<file path="src/design/bflf_ram.sv">
module bflf_ram #(
  parameter int unsigned Width = 64,
  parameter int unsigned Depth = 64
) (
  input  logic                     clk_i,
  input  logic                     we_i,
  input  logic [$clog2(Depth)-1:0] waddr_i,
  input  logic [Width-1:0]         wdata_i,
  input  logic [$clog2(Depth)-1:0] raddr_i,
  output logic [Width-1:0]         rdata_o
);

  logic [Width-1:0] mem_q [Depth];

  always_ff @(posedge clk_i) begin
    if (we_i) begin
      mem_q[waddr_i] <= wdata_i;
    end
    rdata_o <= mem_q[raddr_i];
  end

endmodule

</file>
<file path="config.mk">
export PLATFORM = sky130hd
export DESIGN_NAME = bflf_ram
export DESIGN_NICKNAME = d
export VERILOG_FILES = /design/src/design/bflf_ram.sv
export SDC_FILE = /design/constraint.sdc
export NUM_CORES = 2
export LEC_CHECK = 0
export BUFFER_PORTS_ARGS = -buffer_cell sky130_fd_sc_hd__clkbuf_2
export CAP_MARGIN = 10
export CORE_MARGIN = 2
export CORE_UTILIZATION = 35
export CTS_CLUSTER_SIZE = 10
export DETAILED_ROUTE_END_ITERATION = 7
export PLACE_DENSITY = 0.6
export SETUP_SLACK_MARGIN = 0.15
export SLEW_MARGIN = 30
export SYNTH_ARGS = -nofsm -noshare
export SYNTH_HDL_FRONTEND = slang
export SYNTH_SLANG_ARGS = --single-unit
</file>
<file path="constraint.sdc">
create_clock -name clk_i -period 18.64 [get_ports clk_i]
set_clock_uncertainty 0.2 [all_clocks]
set_input_delay 1.864 -clock clk_i [delete_from_list [all_inputs] [get_ports clk_i]]
set_output_delay 1.864 -clock clk_i [all_outputs]
set_load 0.005 [all_outputs]
</file>
==> results.cfg <==
[worst_setup_path]
cp.required_ns = 19.31
crit_path_start_kind = primary input
crit_arrival_ns = 6.42
cp-end-kind = register
crit_fanout = 69
setup.worst_path.start = raddr_i[0]
crit-reg2reg-launch = mem_q[10][28]
critical_path_class = in -> reg

[clock_tree]
ctsLongestPathBuffers = 4
clk_pin_slew_ns = 0.06
clk_latency_ns = 1.01
clockRootBuffer = clkbuf_16
postCtsHoldBufs = 0
cts_htree_levels = 5
cts_buffers = 458
cts_resized = 0
post-cts-setup-buffer-count = 0
cts.sinks = 4160
cts_tree = yes

[final_layout]
utilization_pct = 40.16
drive_above_1_share_pct = 27.25
layout-area-overhead-vs-synth_pct = 14.34
final_nets = 7145
fillers = 38650

[floorplan]
rows = 245
start_util_pct = 35.13
core_area_mm2 = 0.4451
die_w_um = 672.4
dieArea_mm2 = 0.4521
die_h_um = 672.4
boundaryPins = 142

[routing]
met2RoutedLength_um = 220300
routedWlPerCell_um = 34.04
via_per_inst = 5.737
route.met3.wl_um = 40430
wl_met1_um = 176000
vias = 76350
postRouteAntennaNets = 0
dr.pass1.iters = 6
wl_um = 453000
drcViolationCount = 0
initialDrtViolationCount = 10650
maxUsedRoutingLayer = met5

[global_routing]
overflow = 0
grt_max_degree = 116
grt_usage_pct = 19.62
grt_pass1_vias = 76780
antenna_found_initial = 49
grt_pass1_wl_um = 622800

[power_and_ir_drop]
p_per_area_mw_per_mm2 = 108.7
p_seq_share_pct = 53.6
power.leakage_nw = 54.84
peakVddDrop_mv = 0.08024
combPwrFrac_pct = 4.5
swShare_pct = 21.19
power.switching_mw = 4.117
clkPwrFrac_pct = 41.9
finalPower_mw = 19.43
internal_power_mw = 15.31

[synthesis]
synth_area_per_cell_um2 = 23.70
synthMuxAreaShare_pct = 15.61
synth_top_family_by_area = multiplexers
synth_cell_types = 33
synth_largest_area_cell = edfxtp_1
synthAdderAreaFrac_pct = 0
synth_xor_area_share_pct = 0
ys_seq_area_share_pct = 79.49
synth_edf_count = 4096
ys_ff_latch = 4160
ys_async_sr_fraction_pct = 0
dominantRegCellSynth = edfxtp_1
synth_area_mm2 = 0.1563
synth_fp_nets = 6676
yosys.area_share.simple_pct = 1.240
yosysWarnings = 0
synth_compound_area_share_pct = 2.477
netlist.area_leader.share_pct = 78.67
synth_area_leaders = edfxtp_1 (79%), mux4_2 (15%), mux2i_1 (0.86%), dfxtp_1 (0.82%), a22oi_1 (0.81%)
syn_inst = 6598

[timing]
setup_violations = 0
rsz0062_at_grt = no
worst_pin_slew_ns = 1.135
hold_viol_final = 0
fin_crit_ns = 5.749
timing.setup.tns_ns = 0
maxSlewViolCount = 0
hold_slack_ns = 0.6265
finalCritPeriodShare_pct = 30.84
fmax_ghz = 0.1739
slew_headroom_pct = 24.32

[placement]
numPortBuffers = 141
routabilityCongestion = 0.7752
dp_hpwl_um = 239900

[hold_path]
min_path_type = reg -> reg
holdCritStartpoint = mem_q[38][34]

[flow_run]
drv_cap = 0

[outcome]
status = finished clean
-- synthesized netlist by cell type, types with 58 or more instances --
cell type / instances
a211oi_1: 63
a22o_1: 88
a22oi_1: 168
and3_1: 64
buf_2: 170
clkbuf_1: 140
dfxtp_1: 64
edfxtp_1: 4096
mux2i_1: 135
mux4_2: 1024
nand2_1: 58
nor2_1: 112
o22ai_1: 83
-- logic make-up (layout without fill, tap and decap cells) --
group           count (synthesis)  in the layout
flops                        4160           4160
mux                          1159           1159
compound gates                504            504
buf+inv                       389           1152
simple gates                  386            386
other cells                     0             19
-- flip-flops by register name (all words and copies together) (netlist names) --
signal and cells:
mem_q 4096, rdata_o 64
-- power groups by stage --
stage,Sequential (mW),Combinational [mW],Clock (mW)
final,10.4,0.874,8.14
after global routing,10.4,0.928,8.61
after CTS,10.4,0.880,8.26
after detailed placement,10.6,0.879,0
after global placement,10.6,0.859,0
after floorplan,10.6,0.482,0
-- metrics by stage --
stage | std cells | cell area, um^2 | worst slack [ns]
global route | 13290 | 178700 | 12.47
CTS | 13290 | 178600 | 12.69
floorplan | 6598 | 156300 | 11.14
global placement | 12520 | 165000 | 11.39
detailed placement | 12540 | 165400 | 11.56
finish | 13310 | 178800 | 12.89
-- final cells by class --
type / count / area, um^2 / share of cell area [%]
antenna: 19 / 47.55 / 0.02660
clock buffer: 722 / 12590 / 7.042
clock inverter: 32 / 601.8 / 0.3367
inverter: 19 / 71.32 / 0.03989
multi-input combinational: 2049 / 30790 / 17.23
sequential: 4160 / 124300 / 69.52
tap: 5928 / 7417 / 4.149
timing repair buffer: 379 / 2969 / 1.661
-- placed cells by master (no fill, tap or decap), types with 15 or more instances in the layout --
| master | synthesis | routed |
|---|---|---|
| a211oi_1 | 63 | 62 |
| a22o_1 | 88 | 88 |
| a22oi_1 | 168 | 168 |
| a2bb2oi_1 | 19 | 19 |
| a31oi_1 | 18 | 18 |
| a41oi_1 | 26 | 26 |
| and3_1 | 64 | 64 |
| buf_4 | 34 | 247 |
| clkbuf_1 | 140 | 256 |
| clkbuf_16 | 0 | 463 |
| clkbuf_2 | 0 | 86 |
| clkbuf_4 | 0 | 15 |
| dfxtp_1 | 64 | 64 |
| diode_2 | 0 | 19 |
| edfxtp_1 | 4096 | 4096 |
| inv_1 | 19 | 19 |
| mux2i_1 | 135 | 135 |
| mux4_2 | 1024 | 1024 |
| nand2_1 | 58 | 54 |
| nand3_1 | 45 | 44 |
| nor2_1 | 112 | 47 |
| nor2_4 | 0 | 65 |
| nor2b_1 | 28 | 24 |
| o221ai_1 | 38 | 38 |
| o22ai_1 | 83 | 83 |
| or2_2 | 28 | 28 |
| or3_1 | 29 | 29 |
-- final timing paths --
check	to	slack [ns]	cells past startpoint
min	rdata_o[34]	0.63	4
max reg2reg	rdata_o[28]	16.05	5
min reg2reg	rdata_o[34]	0.63	4
max	rdata_o[17]	12.89	11
-- critical path, cell delays in order --
cell      delay, ns
buf_12         0.29
buf_16         0.42
buf_4          0.76
buf_6          0.61
buf_4          0.50
buf_16         0.29
mux4_2         0.53
mux2i_1        0.16
o22ai_1        0.13
a31oi_1        0.43
a211oi_1       0.08
-- layer usage --
layer,global-route usage [%],vias to the layer above
met5,0,-
met4,6.520,14
met3,3.130,774
met2,32.38,4163
met1,26.65,42020
li1,-,29380
No activity file was read; power rests on OpenSTA's default activity.
