File: src/design/bflf_subset.sv
// One 64-bit subset compare per cycle while step_i is high, accumulated over the filter words.
module bflf_subset (
  input  logic        clk_i,
  input  logic        rst_ni,
  input  logic        start_i,
  input  logic        step_i,
  input  logic [63:0] filter_i,
  input  logic [63:0] id_i,
  output logic        match_o
);

  logic match_q, match_d, hit;

  assign hit = ((filter_i & id_i) == id_i);

  always_comb begin
    match_d = match_q;
    if (start_i) begin
      match_d = 1'b1;
    end else if (step_i) begin
      match_d = match_q & hit;
    end
  end

  always_ff @(posedge clk_i or negedge rst_ni) begin
    if (!rst_ni) begin
      match_q <= 1'b1;
    end else begin
      match_q <= match_d;
    end
  end

  assign match_o = match_q;

endmodule

File: config.mk
export PLATFORM = sky130hd
export DESIGN_NAME = bflf_subset
export DESIGN_NICKNAME = d
export VERILOG_FILES = /design/src/design/bflf_subset.sv
export SDC_FILE = /design/constraint.sdc
export NUM_CORES = 1
export LEC_CHECK = 0
export BUFFER_PORTS_ARGS = -buffer_cell sky130_fd_sc_hd__buf_4
export CORE_ASPECT_RATIO = 1.1
export CORE_MARGIN = 2
export CORE_UTILIZATION = 24
export CTS_CLUSTER_DIAMETER = 200
export DETAILED_ROUTE_END_ITERATION = 7
export GPL_TIMING_DRIVEN = 1
export MAX_ROUTING_LAYER = met4
export PLACE_DENSITY_LB_ADDON = 0.2
export SETUP_SLACK_MARGIN = 0.02
export SLEW_MARGIN = 0
export SYNTH_ARGS = -nofsm -noshare
export SYNTH_HDL_FRONTEND = slang
export SYNTH_SLANG_ARGS = --single-unit
export TNS_END_PERCENT = 20
File: constraint.sdc
create_clock -name clk_i -period 2 [get_ports clk_i]
set_input_delay 0.3 -clock clk_i [delete_from_list [all_inputs] [get_ports clk_i]]
set_output_delay 0.3 -clock clk_i [all_outputs]
set_load 0.02 [all_outputs]
==> impl_metrics.toml, run 1 <==
[die]
ios = 133
rows = 18
die_area_um2 = 2820
initial_core_util = 0.254
die_y_um = 55.5
die_width_um = 50.8
core_area_um2 = 2270

[synth]
netlist_area_um2 = 578
syn_nets = 221
ys_seq_area_frac = 0.0455
avgSynthCellArea_um2 = 6.49
yosys_warnings = 0
yosys.cell_types.count = 9
netlist_instances = 89
synth_seq_cells = 1

[power]
power.density_nw_per_um2 = 181
ir_worst_vdd_mv = 0.106
leakagePower_nw = 0.874

[final_layout]
final_cell_mix = "buf_4, nand2b_1, inv_1, o2111ai_1, nor4_1"
n_antenna_cell = 0
stdcell_area_um2 = 1610
drive_above_1_share = 0.606
final_common_cell = "buf_4"
fillers = 208
syn_to_final_growth_pct = 178
largest_reg_flops = 1
nNetsFinal = 355

[global_routing]
grt_pass1_wl_um = 4600
grt_pass1_vias = 1185
grt_util_all_layers = 0.208
grt.busiest_layer = "met2"
use_met2 = 0.453
antenna_found_initial = 0
grt_max_degree = 3
grtUsageMet3 = 0.0324
use_met1 = 0.176
gr-total-overflow = 0

[detailed_routing]
drc = 0
avgRoutedWirePerCell_um = 12.4
vias_per_cell = 4.59
firstDrtPassIters = 4
final_antenna_net_count = 0
vias = 1153
drt-initial-drc-count = 16
wl_um = 3110

[place]
dp_hpwl_um = 2930
place_area_um2 = 1610
io_buffers = 132
routabilityCongestion = 0.678

[clock_tree]
postCtsHoldBufs = 0
cts_resized = 0
postCtsSetupRepairBufs = 0
clk_latency_ns = 0
cts.clk_slew.worst_paths_ns = 0

[sta]
setup_viol = 0
report.final.hold_viol_count = 0
tightest_slew_ns = 0.320
min_period_over_period = 0.675
slew_violations = 0
min_period_ns = 1.35
fmax_mhz = 741
fin_skew_ns = 0
rsz0062_at_grt = "false"
setup_tns_ns = 0
max_slew_margin = 0.785

[setup_path]
setup.worst_path.end_class = "register"
critPathSlowestCell = "nor4_1"
critPathMaxFanout = 1
worstPathArrival_ns = 1.27
cp-start-kind = "primary input"
path_class = "primary input to register"
path_cells = "buf_4 -> nand2b_1 -> o2111ai_1 -> nor4_1 -> nand4_1 -> a31oi_1"
required_ns = 1.92
slowest_delay_ns = 0.36

[status]
outcome = "finished clean"

[min_path]
hold_class = "primary input to asynchronous set/reset pin"

[run]
cap_violations = 0
==> routing by layer <==
metal	vias up	wire length (um)	part of all wire
met2	74	1820	0.58
li1	574	-	-
met4	0	60	0.019
met1	499	895	0.29
met3	6	338	0.11
met5	-	0	0
==> power by group <==
group,internal [W],switching (W),leakage (nW),total (W)
sequential,0.0000237,0.000000897,0.0105,0.0000246
combinational,0.000202,0.0000648,0.864,0.000267
clock,0,0,0,0
==> kinds of logic after synthesis <==
logic type,after synthesis,synth area share
AND/OR/NAND/NOR,54,0.591
flip-flops,1,0.0455
buffers and inverters,17,0.110
AO/OA/AOI/OAI,17,0.253
==> stage by stage <==
stage	utilization	std cells	worst slack, ns	total power, W	hold WS, ns
after detailed placement	0.706	251	0.636	0.000293	0.235
final	0.706	251	0.651	0.000291	0.233
after floorplan	-	89	0.910	0.0000898	0.152
after global routing	0.706	251	0.578	0.000314	0.240
after global placement	0.706	251	0.658	0.000284	0.232
after CTS	0.706	251	0.636	0.000294	0.235
==> cell type report <==
type,instances,area (um2),area share
inverter,17,63.8,0.0397
multi-input combinational,71,488,0.304
sequential,1,26.3,0.0164
tap,30,37.5,0.0234
timing repair buffer,132,991,0.617
==> path summary, 6_finish.rpt <==
kind / from / end / slack, ns / cells after the start
worst min-delay path: rst_ni / match_o$_DFFE_PN1P_ / 0.23 / 1
worst max register to register: match_o$_DFFE_PN1P_ / match_o$_DFFE_PN1P_ / 1.24 / 2
max in group asynchronous: rst_ni / match_o$_DFFE_PN1P_ / 1.75 / 1
worst min register to register: match_o$_DFFE_PN1P_ / match_o$_DFFE_PN1P_ / 0.48 / 2
min in group clk_i: step_i / match_o$_DFFE_PN1P_ / 0.45 / 2
worst max-delay path: id_i[0] / match_o$_DFFE_PN1P_ / 0.65 / 6
==> cell usage after synthesis (all sizes together) <==
master,count,share of area
nor2,1,0.0065
dfstp,1,0.045
a31oi,1,0.011
inv,17,0.11
nand2b,48,0.52
nor4,4,0.054
nand4,1,0.011
o2111ai,16,0.24
==> worst max-delay path: cells and delay by family <==
kind	cells	cell delay, ns
compound gates	2	0.30
buf+inv	1	0.11
simple gates	3	0.56
No activity file was read; power rests on OpenSTA's default activity.
==> inputs of run 2 (changes only) <==
- ABC_AREA: default -> 1
- CORE_UTILIZATION: 24 -> 26
- clock period: 2 -> 1.3 ns (I/O delays scaled with it)
==> run 2 against run 1 <==
Against the previous run: sequential share of layout area down 0.13 points; sequential power up 48%; register-to-register slack worse by 0.61 ns; die area up 13%; synthesized cell count up 100%; setup slack worse by 0.43 ns; cell area up 8.6%; global-route usage down 4.1 points; critical endpoint unchanged; highest routed layer unchanged.
==> impl_metrics.toml, run 2 <==
[status]
outcome = "finished clean"

[synth]
yosys.cell_types.count = 6
yosysTopAreaCell = "nand2_1"
ys_seq_area_frac = 0.0367
avgSynthCellArea_um2 = 4.00
netlist_area_um2 = 716
syn_nets = 311
ys.flop_type = "dfstp_2"
synth.most_common_cell = "nand2_1"
netlist_instances = 179
postSynth.asyncResetShare = 1.00
synth_edf_count = 0
ys_top_cells_by_area = "nand2_1, inv_1, nor2_1, o21ai_0, dfstp_2"
yosys_warnings = 0
synth_top_cells_by_count = "nand2_1, inv_1, nor2_1"
synth_seq_cells = 1
synth.top_cell.area_share = 0.399

[detailed_routing]
drc = 0
vias = 1315
firstDrtPassIters = 4
wl_um = 2690
drt-initial-drc-count = 6
final_antenna_net_count = 0
vias_per_cell = 3.85
avgRoutedWirePerCell_um = 7.85

[setup_path]
critPathMaxFanout = 1
cp-start-kind = "primary input"
startpoint = "id_i[7]"
path_class = "primary input to register"
setup.worst_path.end_class = "register"
rr_startpoint = "match_o$_DFFE_PN1P_"
worstPathArrival_ns = 1.02
required_ns = 1.24

[clock_tree]
postCtsSetupRepairBufs = 0
cts.clk_slew.worst_paths_ns = 0
clk_latency_ns = 0
postCtsHoldBufs = 0
cts_resized = 0

[die]
die_area_um2 = 3190
ios = 133
core_area_um2 = 2570
die_y_um = 59.0
rows = 19
initial_core_util = 0.279
die_width_um = 54.0

[place]
place_ws_ns = 0.185
routabilityCongestion = 0.747
placed_cells = 342
io_buffers = 132
dp_hpwl_um = 2570

[sta]
min_period_over_period = 0.831
fmax_mhz = 925
worst_slack_ns = 0.219
fin_skew_ns = 0
max_slew_margin = 0.892
setup_tns_ns = 0
min_period_ns = 1.08
report.final.hold_viol_count = 0
slew_violations = 0
tightest_slew_ns = 0.160
rsz0062_at_grt = "false"
setup_viol = 0

[final_layout]
fin_cells = 342
drive_above_1_share = 0.428
nNetsFinal = 445
final_cell_mix = "buf_4, nand2_1, inv_1, nor2_1, o21ai_0"
syn_to_final_growth_pct = 144
final_common_cell = "buf_4"
largest_reg_flops = 1
n_antenna_cell = 0

[global_routing]
antenna_found_initial = 0
gr-total-overflow = 0
grt_util_all_layers = 0.168
grt_pass1_wl_um = 4120
grt_pass1_vias = 1155
grt_max_degree = 3

[run]
cap_violations = 0

[power]
power.density_nw_per_um2 = 267
leakagePower_nw = 1.24
ir_worst_vdd_mv = 0.163

[min_path]
hold_class = "primary input to asynchronous set/reset pin"
[run 2: layout make-up]
type | instances | area [um2]
repair buffers | 132 | 991
fillers | 267 | 822
multi-input cells | 113 | 445
inverters | 65 | 244
well taps | 31 | 38.8
flip-flops and latches | 1 | 26.3
[run 2: per-stage QoR]
stage | total power, W | hold slack, ns | utilization | cell area [um2]
2_1_floorplan | 0.000160 | 0.0472 | - | 716
5_1_grt | 0.000524 | 0.136 | 0.680 | 1750
3_5_place_dp | 0.000471 | 0.130 | 0.680 | 1750
4_1_cts | 0.000472 | 0.130 | 0.680 | 1750
3_3_place_gp | 0.000464 | 0.131 | 0.680 | 1750
6_report | 0.000467 | 0.128 | 0.680 | 1750
[run 2: kinds of logic after synthesis]
family,count (synthesis),synth area share
AND/OR/NAND/NOR,96,0.503
buffers and inverters,65,0.341
AO/OA/AOI/OAI,17,0.119
flip-flops,1,0.0367
[run 2: path summary, 6_finish.rpt]
path                                       end  slack [ns]  depth (start not counted)
setup / recovery           match_o$_DFFE_PN1P_        0.22                         10
hold / removal             match_o$_DFFE_PN1P_        0.13                          1
setup reg to reg           match_o$_DFFE_PN1P_        0.63                          2
hold reg to reg            match_o$_DFFE_PN1P_        0.45                          2
max in group asynchronous  match_o$_DFFE_PN1P_        1.15                          1
min in group clk_i         match_o$_DFFE_PN1P_        0.38                          3
[run 2: critical path, stage by stage]
cell and delay [ns]:
buf_4 0.11, nand2_1 0.06, o21ai_0 0.07, nor2_1 0.10
nand2_1 0.06, nor2_1 0.13, nand2_1 0.07, o21ai_1 0.11
nand2_1 0.06, nand2_1 0.05
[run 2: metal layers]
metal / GRT usage / routed length, um / vias up
met4: 0.0286 / 39 / 0
met1: 0.158 / 856 / 486
li1: - / - / 753
met2: 0.340 / 1380 / 72
met5: - / 0 / -
met3: 0.0328 / 407 / 4
[run 2: power breakdown]
part           switching (W)  internal (W)
clock network              0             0
logic               0.000125      0.000305
registers        0.000000981     0.0000353
total               0.000126      0.000341
==> inputs of run 3 (changes only) <==
- ABC_AREA: 1 -> 0
- CORE_UTILIZATION: 26 -> 23
- clock period: 1.3 -> 1 ns (I/O delays scaled with it)
==> run 3 against run 2 <==
Against the previous run: the flow now finishes with violations (negative setup slack); setup slack worse by 0.33 ns; register-to-register slack worse by 0.39 ns; worst hold slack worse by 0.046 ns; flip-flop and latch count is the same.
==> impl_metrics.toml, run 3 (synthesis gave the netlist of run 1 again) <==
[status]
outcome = "finished, violations left"
violations = "negative setup slack"

[sta]
worst_slack_ns = -0.110
setup_tns_ns = -0.110
slew_violations = 0
rsz0062_at_grt = "true"
setup_viol = 1
min_period_ns = 1.11
max_slew_margin = 0.823
fin_skew_ns = 0
hold_slack_ns = 0.0825
min_period_over_period = 1.11
fmax_mhz = 901
tightest_slew_ns = 0.263
report.final.hold_viol_count = 0

[detailed_routing]
vias = 1147
firstDrtPassIters = 2
vias_per_cell = 4.55
final_antenna_net_count = 0
drc = 0
wl_um = 2890
drt-initial-drc-count = 8
avgRoutedWirePerCell_um = 11.5

[setup_path]
required_ns = 0.92
setup.worst_path.end_class = "register"
rr_endpoint = "match_o$_DFFE_PN1P_"
rr_startpoint = "match_o$_DFFE_PN1P_"
path_class = "primary input to register"
cp-start-kind = "primary input"
critPathMaxFanout = 1
regToRegSetupSlack_ns = 0.24
ff2ff_path_depth = 2
worstPathArrival_ns = 1.03

[global_routing]
grt_max_degree = 3
gr-total-overflow = 0
grt_util_all_layers = 0.194
grt_pass1_vias = 1167
antenna_found_initial = 0
grt_pass1_wl_um = 4400

[die]
die_y_um = 56.6
core_area_um2 = 2450
initial_core_util = 0.236
die_width_um = 51.8
die_area_um2 = 2930
ios = 133
rows = 19

[final_layout]
final_common_cell = "buf_4"
stdcell_area_um2 = 1720
drive_above_1_share = 0.670
nNetsFinal = 355
fillers = 205
n_antenna_cell = 0
final_cell_mix = "buf_4, nand2b_1, inv_1, o2111ai_1, buf_6"
syn_to_final_growth_pct = 197
largest_reg_flops = 1
fin_cells = 252

[power]
ir_worst_vdd_mv = 0.251
power.density_nw_per_um2 = 368
leakagePower_nw = 0.918

[place]
placed_cells = 252
io_buffers = 132
dp_hpwl_um = 2650
place_area_um2 = 1610
routabilityCongestion = 0.724

[clock_tree]
cts.clk_slew.worst_paths_ns = 0
postCtsSetupRepairBufs = 0
clk_latency_ns = 0

[run]
cap_violations = 0

[min_path]
hold_class = "primary input to asynchronous set/reset pin"
-- run 3: cell types whose count changed in the layout (fill, tap and decap cells not counted), sizes merged --
| cell | delta |
|---|---|
| nand2 | -76 |
| inv | -48 |
| nand2b | +48 |
| nor2 | -19 |
| o21ai | -17 |
| o2111ai | +16 |
| nor4 | +4 |
| a31oi | +1 |
| nand4 | +1 |
-- run 3: power breakdown --
group	leakage (nW)	internal, W	switching, W
clock	0	0	0
sequential	0.0105	0.0000474	0.00000162
combinational	0.908	0.000434	0.000148
-- run 3: repair_timing --
item	CTS	global route
endpoints found under the setup margin	1	1
gates resized for setup	23	0
pin swaps	8	0
hold buffers	0	0
hold endpoints to repair	0	0
-- run 3: worst max path at each step --
stage / from / cells after the start / to
after floorplan: filter_i[57] / 5 / match_o$_DFFE_PN1P_
after global placement: id_i[18] / 6 / match_o$_DFFE_PN1P_
after detailed placement: id_i[18] / 6 / match_o$_DFFE_PN1P_
after CTS: filter_i[36] / 6 / match_o$_DFFE_PN1P_
after global routing: filter_i[36] / 6 / match_o$_DFFE_PN1P_
final: id_i[30] / 6 / match_o$_DFFE_PN1P_
-- run 3: cell type report --
| cell class | count | area [um2] | share of cell area |
|---|---|---|---|
| repair buffers | 132 | 1020 | 0.597 |
| flip-flops and latches | 1 | 26.3 | 0.0153 |
| multi-input cells | 71 | 563 | 0.328 |
| well taps | 31 | 38.8 | 0.0226 |
| inverters | 17 | 63.8 | 0.0372 |
-- run 3: layer usage --
layer  global-route usage  vias to the layer above  part of all wire
met2                0.401                       79              0.57
met1                0.163                      486              0.28
li1                     -                      574                 -
met3               0.0505                        8              0.13
met5                    -                        -                 0
met4               0.0451                        0             0.025
-- run 3: stage by stage --
stage	setup slack, ns	total power [W]	utilization
after detailed placement	-0.260	0.000584	0.657
final	-0.110	0.000632	0.701
after global routing	-0.169	0.000680	0.701
after CTS	-0.128	0.000636	0.701
after floorplan	0.0601	0.000180	-
after global placement	-0.209	0.000569	0.657
-- run 3: worst max-delay path, cell delays in order --
cell and delay (ns):
buf_4 0.12, nand2b_4 0.06, o2111ai_2 0.12, nor4_2 0.30, nand4_1 0.13, a31oi_1 0.15
